**src/hdl/dqi_pkg.sv**
```systemverilog
// shared types and codes for the double-ended queue with index read
package dqi_pkg;

    localparam logic [2:0] ACT_PUSH_FRONT = 3'd0;
    localparam logic [2:0] ACT_PUSH_BACK  = 3'd1;
    localparam logic [2:0] ACT_POP_FRONT  = 3'd2;
    localparam logic [2:0] ACT_POP_BACK   = 3'd3;
    localparam logic [2:0] ACT_READ       = 3'd4;

    localparam logic [1:0] ST_OK        = 2'd0;
    localparam logic [1:0] ST_OVERFLOW  = 2'd1;
    localparam logic [1:0] ST_UNDERFLOW = 2'd2;
    localparam logic [1:0] ST_RANGE     = 2'd3;

    typedef struct packed {
        logic [2:0]  action;
        logic [31:0] point_in;
        logic [5:0]  position;
    } request_t;

    typedef struct packed {
        logic [31:0] point_out;
        logic [6:0]  count_now;
        logic        is_empty;
        logic [1:0]  status;
    } result_t;

    // result fields that are registered alongside the memory read
    typedef struct packed {
        logic       valid;
        logic       has_data;
        logic [6:0] count_now;
        logic       is_empty;
        logic [1:0] status;
    } pend_t;

endpackage

```
**src/hdl/dqi_ram.sv**
```systemverilog
// generic single-port-write, single-port-read ram with registered read
module dqi_ram #(
    parameter int WIDTH = 32,
    parameter int DEPTH = 64
) (
    input  logic                     clk,
    input  logic                     we,
    input  logic [$clog2(DEPTH)-1:0] waddr,
    input  logic [WIDTH-1:0]         wdata,
    input  logic [$clog2(DEPTH)-1:0] raddr,
    output logic [WIDTH-1:0]         rdata
);

    logic [WIDTH-1:0] mem [DEPTH];
    logic [WIDTH-1:0] rdata_reg;

    always_ff @(posedge clk)
    begin
        if (we)
        begin
            mem[waddr] <= wdata;
        end
        rdata_reg <= mem[raddr];
    end

    assign rdata = rdata_reg;

endmodule

```
**src/hdl/dqi_ctrl.sv**
```systemverilog
// ring pointer and count keeping, memory addressing and status for each request
module dqi_ctrl
    import dqi_pkg::*;
#(
    parameter int DEPTH       = 64,
    parameter int POINT_WIDTH = 32
) (
    input  logic                     clk,
    input  logic                     rst_n,
    input  logic                     start,
    input  request_t                 req,
    output logic                     mem_we,
    output logic [$clog2(DEPTH)-1:0] mem_waddr,
    output logic [POINT_WIDTH-1:0]   mem_wdata,
    output logic [$clog2(DEPTH)-1:0] mem_raddr,
    output pend_t                    pend
);

    localparam int PW = $clog2(DEPTH);
    localparam int CW = $clog2(DEPTH + 1);
    localparam int XW = (POINT_WIDTH > 32) ? POINT_WIDTH : 32;
    localparam int QW = (CW > 6) ? CW : 6;
    localparam logic [PW-1:0] LAST = PW'(DEPTH - 1);
    localparam logic [CW-1:0] FULL = CW'(DEPTH);

    logic [PW-1:0] front_reg, front_next;
    logic [CW-1:0] count_reg, count_next;
    pend_t         pend_reg, pend_next;

    logic          full, empty, pos_bad;
    logic [1:0]    status;
    logic          has_data;
    logic [XW-1:0] point_ext;

    // modular add of two in-range ring indexes
    function automatic logic [PW-1:0] ring_add(input logic [PW-1:0] a, input logic [PW-1:0] b);
        logic [PW:0] s;
        s = {1'b0, a} + {1'b0, b};
        if (s >= (PW + 1)'(DEPTH))
        begin
            s = s - (PW + 1)'(DEPTH);
        end
        return s[PW-1:0];
    endfunction

    assign full      = (count_reg == FULL);
    assign empty     = (count_reg == '0);
    assign pos_bad   = (QW'(req.position) >= QW'(count_reg));
    assign point_ext = XW'(req.point_in);
    assign mem_wdata = point_ext[POINT_WIDTH-1:0];

    always_comb
    begin
        front_next = front_reg;
        count_next = count_reg;
        mem_we     = 1'b0;
        mem_waddr  = front_reg;
        mem_raddr  = front_reg;
        status     = ST_OK;
        has_data   = 1'b0;
        case (req.action)
            ACT_PUSH_FRONT:
            begin
                if (full)
                begin
                    status = ST_OVERFLOW;
                end
                else
                begin
                    front_next = (front_reg == '0) ? LAST : front_reg - 1'b1;
                    mem_we     = 1'b1;
                    mem_waddr  = front_next;
                    count_next = count_reg + 1'b1;
                end
            end
            ACT_PUSH_BACK:
            begin
                if (full)
                begin
                    status = ST_OVERFLOW;
                end
                else
                begin
                    mem_we     = 1'b1;
                    mem_waddr  = ring_add(front_reg, PW'(count_reg));
                    count_next = count_reg + 1'b1;
                end
            end
            ACT_POP_FRONT:
            begin
                if (empty)
                begin
                    status = ST_UNDERFLOW;
                end
                else
                begin
                    has_data   = 1'b1;
                    mem_raddr  = front_reg;
                    front_next = (front_reg == LAST) ? '0 : front_reg + 1'b1;
                    count_next = count_reg - 1'b1;
                end
            end
            ACT_POP_BACK:
            begin
                if (empty)
                begin
                    status = ST_UNDERFLOW;
                end
                else
                begin
                    has_data   = 1'b1;
                    mem_raddr  = ring_add(front_reg, PW'(count_reg - 1'b1));
                    count_next = count_reg - 1'b1;
                end
            end
            ACT_READ:
            begin
                if (pos_bad)
                begin
                    status = ST_RANGE;
                end
                else
                begin
                    has_data  = 1'b1;
                    mem_raddr = ring_add(front_reg, PW'(req.position));
                end
            end
            default:
            begin
                status = ST_OK;
            end
        endcase
        if (!start)
        begin
            mem_we = 1'b0;
        end
        pend_next.valid     = start;
        pend_next.has_data  = has_data;
        pend_next.count_now = 7'(count_next);
        pend_next.is_empty  = (count_next == '0);
        pend_next.status    = status;
    end

    always_ff @(posedge clk or negedge rst_n)
    begin
        if (!rst_n)
        begin
            front_reg <= '0;
            count_reg <= '0;
            pend_reg  <= '0;
        end
        else
        begin
            if (start)
            begin
                front_reg <= front_next;
                count_reg <= count_next;
            end
            pend_reg <= pend_next;
        end
    end

    assign pend = pend_reg;

endmodule

```
**src/hdl/double_ended_queue_with_index_read.sv**
```systemverilog
// result strobe (done) comes in the cycle after the request is taken
// throughput: one request per cycle; busy is never raised, since every action
// needs at most one memory write or one registered memory read and a push is visible
// to the next cycle's read
// the receiver cannot stall: each result shows for exactly one cycle with done
// reset clears the front pointer and the entry count; stored words stay undefined
module double_ended_queue_with_index_read
    import dqi_pkg::*;
#(
    parameter int DEPTH       = 64,
    parameter int POINT_WIDTH = 32
) (
    input  logic     clk,
    input  logic     rst_n,
    input  logic     start,
    output logic     busy,
    input  request_t request,
    output logic     done,
    output result_t  result
);

    localparam int AW = $clog2(DEPTH);
    localparam int XW = (POINT_WIDTH > 32) ? POINT_WIDTH : 32;

    logic                   mem_we;
    logic [AW-1:0]          mem_waddr;
    logic [POINT_WIDTH-1:0] mem_wdata;
    logic [AW-1:0]          mem_raddr;
    logic [POINT_WIDTH-1:0] mem_rdata;
    logic [XW-1:0]          rd_ext;
    pend_t                  pend;

    assign busy = 1'b0;

    dqi_ctrl #(
        .DEPTH       (DEPTH),
        .POINT_WIDTH (POINT_WIDTH)
    ) u_ctrl (
        .clk       (clk),
        .rst_n     (rst_n),
        .start     (start),
        .req       (request),
        .mem_we    (mem_we),
        .mem_waddr (mem_waddr),
        .mem_wdata (mem_wdata),
        .mem_raddr (mem_raddr),
        .pend      (pend)
    );

    dqi_ram #(
        .WIDTH (POINT_WIDTH),
        .DEPTH (DEPTH)
    ) u_store (
        .clk   (clk),
        .we    (mem_we),
        .waddr (mem_waddr),
        .wdata (mem_wdata),
        .raddr (mem_raddr),
        .rdata (mem_rdata)
    );

    assign rd_ext = XW'(mem_rdata);

    always_comb
    begin
        done             = pend.valid;
        result.point_out = pend.has_data ? rd_ext[31:0] : '0;
        result.count_now = pend.count_now;
        result.is_empty  = pend.is_empty;
        result.status    = pend.status;
    end

endmodule
```
**config.mk**
```make
export PLATFORM = sky130hd
export DESIGN_NAME = double_ended_queue_with_index_read
export DESIGN_NICKNAME = d
export VERILOG_FILES = /design/src/hdl/dqi_pkg.sv /design/src/hdl/dqi_ram.sv /design/src/hdl/dqi_ctrl.sv /design/src/hdl/double_ended_queue_with_index_read.sv
export SDC_FILE = /design/constraint.sdc
export NUM_CORES = 2
export LEC_CHECK = 0
export BUFFER_PORTS_ARGS = -buffer_cell sky130_fd_sc_hd__buf_2
export CELL_PAD_IN_SITES_DETAIL_PLACEMENT = 2
export CELL_PAD_IN_SITES_GLOBAL_PLACEMENT = 2
export CORE_MARGIN = 1
export CORE_UTILIZATION = 53
export DETAILED_ROUTE_END_ITERATION = 12
export PLACE_DENSITY_LB_ADDON = 0.1
export SLEW_MARGIN = 30
export SYNTH_ARGS = -nofsm -noshare
export SYNTH_HDL_FRONTEND = slang
export SYNTH_SLANG_ARGS = --single-unit
```
**constraint.sdc**
```tcl
create_clock -name clk -period 11.25 [get_ports clk]
set_input_delay 2.25 -clock clk [delete_from_list [all_inputs] [get_ports clk]]
set_output_delay 2.25 -clock clk [all_outputs]
set_load 0.005 [all_outputs]
```
==> metrics.log, run 1 <==
INFO  metric outcome = aborted with a tool error
INFO  metric haltStage = detailed placement (3_5_place_dp)
INFO  metric first-error = [ERROR DPL-0033] detailed placement checks failed during check placement.
INFO  metric floorplan.die.height = 394 um
INFO  metric yosys_warnings = 0
INFO  metric yosysUniqueCellTypes = 68
INFO  metric initial_standard_cell_utilization_of_the_core = 53.5%
INFO  metric post-synth-top-area-fraction = 75.6%
INFO  metric postSynth.asyncResetShare = 1.19%
INFO  metric horiz_die_dim = just under 400 um
INFO  metric gp_routability_congestion = between 0.8 and 0.9
INFO  metric synth-main-ff-cell = sky130_fd_sc_hd__edfxtp_1
INFO  metric yosysSeqAreaShare = between 70 and 80%
INFO  metric synth_seq_cells = about 2100
INFO  metric place.detailed.hpwl = 177 mm
INFO  metric synthTopCellsByArea = sky130_fd_sc_hd__edfxtp_1 76%, sky130_fd_sc_hd__mux4_2 10%, sky130_fd_sc_hd__nand2_1 2.5%, sky130_fd_sc_hd__a22oi_1 1.8%, sky130_fd_sc_hd__nand3_1 1.2%
INFO  metric post_synth_design_cell_area = 0.0814 mm^2
INFO  metric post_synth_inst_count = approximately 4400
INFO  metric synth_nets = 4461
INFO  metric rows = 143
INFO  metric io-pin-count = 88
INFO  metric portBuffers = 86
INFO  metric synth.avg_cell_area = 18.5 um^2
INFO  metric synthDominantAreaCellType = sky130_fd_sc_hd__edfxtp_1
INFO  metric synth_enable_flop_cells = ~2000
-- synthesized netlist by cell type, types with 13 or more instances --
| master | instances |
|---|---|
| sky130_fd_sc_hd__inv_1 | 21 |
| sky130_fd_sc_hd__or4_1 | 32 |
| sky130_fd_sc_hd__nand4_1 | 63 |
| sky130_fd_sc_hd__ha_1 | 26 |
| sky130_fd_sc_hd__a31oi_1 | 68 |
| sky130_fd_sc_hd__buf_4 | 28 |
| sky130_fd_sc_hd__nor2_1 | 103 |
| sky130_fd_sc_hd__a22oi_1 | 191 |
| sky130_fd_sc_hd__a21oi_1 | 150 |
| sky130_fd_sc_hd__o21ai_0 | 28 |
| sky130_fd_sc_hd__buf_1 | 23 |
| sky130_fd_sc_hd__nand3_1 | 199 |
| sky130_fd_sc_hd__dfrtp_1 | 25 |
| sky130_fd_sc_hd__clkbuf_1 | 124 |
| sky130_fd_sc_hd__buf_2 | 85 |
| sky130_fd_sc_hd__dfxtp_1 | 32 |
| sky130_fd_sc_hd__mux4_2 | 376 |
| sky130_fd_sc_hd__and2_1 | 39 |
| sky130_fd_sc_hd__nand2_1 | 552 |
| sky130_fd_sc_hd__xnor2_1 | 13 |
| sky130_fd_sc_hd__edfxtp_1 | 2048 |
-- kinds of logic after synthesis --
| kind of cell | count (synthesis) | share of synthesized area [%] |
|---|---|---|
| muxes | 387 | 10.5 |
| AOI/OAI and AO/OA | 526 | 4.28 |
| buffers and inverters | 291 | 1.69 |
| xor gates and xnor gates | 15 | 0.161 |
| and+or+nand+nor | 1034 | 5.74 |
| other | 1 | 0.00461 |
| adders and majority gates | 29 | 0.473 |
| DFF | 2105 | 77.1 |
-- per-stage QoR --
step	std cells	instance area [um^2]
global placement	6355	84700
floorplan	4388	81400
==> run 2, diff against run 1 <==
--- a/config.mk
+++ b/config.mk
@@ -6,12 +6,10 @@
 export NUM_CORES = 2
 export LEC_CHECK = 0
 export BUFFER_PORTS_ARGS = -buffer_cell sky130_fd_sc_hd__buf_2
-export CELL_PAD_IN_SITES_DETAIL_PLACEMENT = 2
-export CELL_PAD_IN_SITES_GLOBAL_PLACEMENT = 2
 export CORE_MARGIN = 1
-export CORE_UTILIZATION = 53
+export CORE_UTILIZATION = 40
 export DETAILED_ROUTE_END_ITERATION = 12
-export PLACE_DENSITY_LB_ADDON = 0.1
+export PLACE_DENSITY_LB_ADDON = 0.15
 export SLEW_MARGIN = 30
 export SYNTH_ARGS = -nofsm -noshare
 export SYNTH_HDL_FRONTEND = slang
==> metrics.log, run 2 <==
INFO  metric clock_power_share = 30.1%
INFO  metric dpl_cell_area = ~0.086 mm^2
INFO  metric skew = 0.0419 ns
INFO  metric largest_net_degree_at_the_start_of_global_routing = 154
INFO  metric worst-endpoint-required = 11.98 ns
INFO  metric final.fill_count = 17083
INFO  metric commonest_non_fill_non_tap_cell_in_the_layout = sky130_fd_sc_hd__edfxtp_1
INFO  metric slew_headroom = 23.2%
INFO  metric p_sw = 7.50 mW
INFO  metric comb_power_share = 30.2%
INFO  metric design.core.area = 0.202 mm^2
INFO  metric post_synth_inst_count = 4388 (unchanged)
INFO  metric synth_nets = 4461 (unchanged)
INFO  metric ant_nets = 0
INFO  metric cts_max_path_buffers = 3
INFO  metric floorplan.die.height = 453 um (+15%)
INFO  metric route.detailed.drc = 0
INFO  metric cts.htree.levels = 4
INFO  metric largest_register_ff_count = just over 2000
INFO  metric final_cycle_share = 60.2%
INFO  metric gp_routability_congestion = 0.781 (-3.5%)
INFO  metric area.growth.synth_to_final = 13.5%
INFO  metric seq_power_share = between 30% and 40%
INFO  metric post_cts_buffers = 0
INFO  metric place.detailed.hpwl = 118 mm (-33%)
INFO  metric critPathCaptureType = flip-flop
INFO  metric synth_seq_cells = 2105 (unchanged)
INFO  metric worst_endpoint_data_arrival_time = 7.50 ns
INFO  metric final_net_count = 4623
INFO  metric final-max-slew-violation-count = 0
INFO  metric power.share.switching = 33.3%
INFO  metric final_hold_vio_count = 0
INFO  metric yosysSeqAreaShare = 77.1% (unchanged)
INFO  metric via_count = 42645
INFO  metric p_int = ~15 mW
INFO  metric synth_most_common_cell = sky130_fd_sc_hd__edfxtp_1
INFO  metric global_route.usage.total = 22.1%
INFO  metric postSynth.asyncResetShare = 1.19% (unchanged)
INFO  metric fp.dieArea = between 0.2 and 0.25 mm^2
INFO  metric synthTopCellsByArea = sky130_fd_sc_hd__edfxtp_1 76%, sky130_fd_sc_hd__mux4_2 10%, sky130_fd_sc_hd__nand2_1 2.5%, sky130_fd_sc_hd__a22oi_1 1.8%, sky130_fd_sc_hd__nand3_1 1.2%
INFO  metric rsz0062_at_grt = false
INFO  metric horiz_die_dim = 453 um (+15%)
INFO  metric worstSetupStartpointType = input pin
INFO  metric portBuffers = 86 (unchanged)
INFO  metric number_of_global_route_vias_before_repair = 42364
INFO  metric path_clk_slew = 0.06 ns
INFO  metric final_area = 0.0924 mm^2
INFO  metric synth_enable_flop_cells = 2048 (unchanged)
INFO  metric maxCapViolCount = 0
INFO  metric setup_violations = 0
INFO  metric outcome = complete, no violations
INFO  metric synth-main-ff-cell = sky130_fd_sc_hd__edfxtp_1
INFO  metric layout-drive-gt1-share = 20.5%
INFO  metric global_route_wire_length_before_repair = 320 mm
INFO  metric worst_slew_pin_slew = 1.15 ns
INFO  metric cts_inserted_buffers = 215
INFO  metric routed_wire_length_per_instance = 30.6 um
INFO  metric antenna_violations_before_repair = 18
INFO  metric timing.critical_path.fanout_max = 120
INFO  metric crit_path_slowest_cell = sky130_fd_sc_hd__a221o_4
INFO  metric timing.hold.ws = 0.700 ns
INFO  metric drt_first_pass_iters = 6
INFO  metric path_class = in -> reg
INFO  metric synth.cells.most_frequent = 2048 x sky130_fd_sc_hd__edfxtp_1, 552 x sky130_fd_sc_hd__nand2_1, 376 x sky130_fd_sc_hd__mux4_2
INFO  metric yosysUniqueCellTypes = 68 (unchanged)
INFO  metric io-pin-count = 88 (unchanged)
INFO  metric worst_slack = between 4 and 5 ns
INFO  metric post_drt_via_cell_ratio = 5.75
INFO  metric hold_path_class = reg -> reg
INFO  metric root_buffer_master = sky130_fd_sc_hd__clkbuf_16
INFO  metric tritoncts_clock_tree = done
INFO  metric initial_standard_cell_utilization_of_the_core = 40.3% (-13 points)
INFO  metric cp_cell_sequence = buf_2 -> or3b_1 -> or2_1 -> o221ai_2 -> a221o_4 -> buf_4 -> buf_12 -> mux4_2 -> a22oi_1 -> a21oi_1 -> or4_1
INFO  metric final_cell_mix = 2048 x sky130_fd_sc_hd__edfxtp_1, 552 x sky130_fd_sc_hd__nand2_1, 376 x sky130_fd_sc_hd__mux4_2, 217 x sky130_fd_sc_hd__clkbuf_16, 199 x sky130_fd_sc_hd__nand3_1
INFO  metric worst_skew_pair.late_latency = 0.87 ns
INFO  metric leakagePower = 29.1 nW
INFO  metric pre_cts_ws = 3.63 ns
INFO  metric rows = 165 (+15%)
INFO  metric global_route.overflow_total = 0
INFO  metric post_synth_design_cell_area = 0.0814 mm^2 (unchanged)
INFO  metric tritoncts_num_sinks = 2105
INFO  metric synth.avg_cell_area = 18.5 um^2 (unchanged)
INFO  metric slowest_delay = 0.70 ns
INFO  metric power.density = 244 mW/mm^2
INFO  metric synthDominantAreaCellType = sky130_fd_sc_hd__edfxtp_1
INFO  metric postCtsResizedCells = 0
INFO  metric finalSetupTns = 0 ns
INFO  metric drtIter0Drc = between 4000 and 5000
INFO  metric yosys_warnings = 0 (unchanged)
INFO  metric post-synth-top-area-fraction = 75.6% (unchanged)
INFO  metric max_clock_freq = 0.148 GHz
INFO  metric finalWorstPathRequiredPeriod = 6.78 ns
INFO  metric finalWirelength = roughly 230 mm
INFO  metric reg_to_reg_setup_timing_slack = 5.19 ns
INFO  metric irDropWorstVdd = 0.242 mV
INFO  metric post_cts_hold_buffer_count = 0
==> run 2: power by group through the flow <==
stage | clock, mW | sequential, mW | combinational (mW)
after floorplan | 0 | 8.99 | 4.48
after global placement | 0 | 9.14 | 6.78
after detailed placement | 0 | 9.13 | 6.82
after CTS | 6.90 | 8.97 | 6.84
after global routing | 7.20 | 8.97 | 7.28
final | 6.78 | 8.96 | 6.79
==> run 2: path summary, 6_finish.rpt <==
path | startpoint | endpoint | cells past startpoint
worst max-delay path | request[38] | u_store.rdata[14] | 11
worst min register to register | u_ctrl.count_reg[6] | u_ctrl.count_reg[6] | 2
min in group asynchronous | rst_n | u_ctrl.pend[11] | 1
max in group asynchronous | rst_n | u_ctrl.front_reg[5] | 1
worst max register to register | u_ctrl.count_reg[4] | u_store.rdata[14] | 12
worst min-delay path | u_ctrl.count_reg[6] | u_ctrl.count_reg[6] | 2
==> run 2: stage by stage <==
| step | cells | power, mW | utilization [%] |
|---|---|---|---|
| after floorplan | 4388 | 13.5 | - |
| after global placement | 7002 | 15.9 | 42.3 |
| after detailed placement | 7005 | 15.9 | 42.4 |
| after CTS | 7404 | 22.7 | 45.7 |
| after global routing | 7406 | 23.4 | 45.7 |
| final | 7422 | 22.5 | 45.7 |
==> run 2: logic make-up after synthesis <==
family / count (synthesis) / share of synthesized area [%]
compound gates: 526 / 4.28
xor+xnor: 15 / 0.161
fa+ha+maj: 29 / 0.473
buf+inv: 291 / 1.69
flops: 2105 / 77.1
mux: 387 / 10.5
other cells: 1 / 0.00461
simple gates: 1034 / 5.74
==> run 2: metal layers <==
layer | global-route usage (%) | vias up | wire [um]
met2 | 35.5 | 1361 | 109000
li1 | - | 18050 | -
met5 | 0 | - | 75
met4 | 5.19 | 12 | 4610
met3 | 4.42 | 298 | 15100
met1 | 31.0 | 22924 | 98200
==> run 2: cell type report <==
class                           instances  area (um^2)  share of cell area [%]
Tap cell                             2672         3340                    3.62
Sequential cell                      2105        62800                    67.9
Clock buffer                          288         5730                    6.20
Antenna cell                           18         45.0                  0.0488
Multi-Input combinational cell       1992        17900                    19.3
Inverter                               21         78.8                  0.0853
Clock inverter                        111          940                    1.02
Timing Repair Buffer                  215         1610                    1.74
==> run 2: worst max-delay path, delay by kind of cell <==
kind	cells	cell delay, ns
AOI/OAI and AO/OA	4	1.91
buffers and inverters	3	1.53
muxes	1	0.41
and+or+nand+nor	3	1.18
No activity file was read; power rests on OpenSTA's default activity.
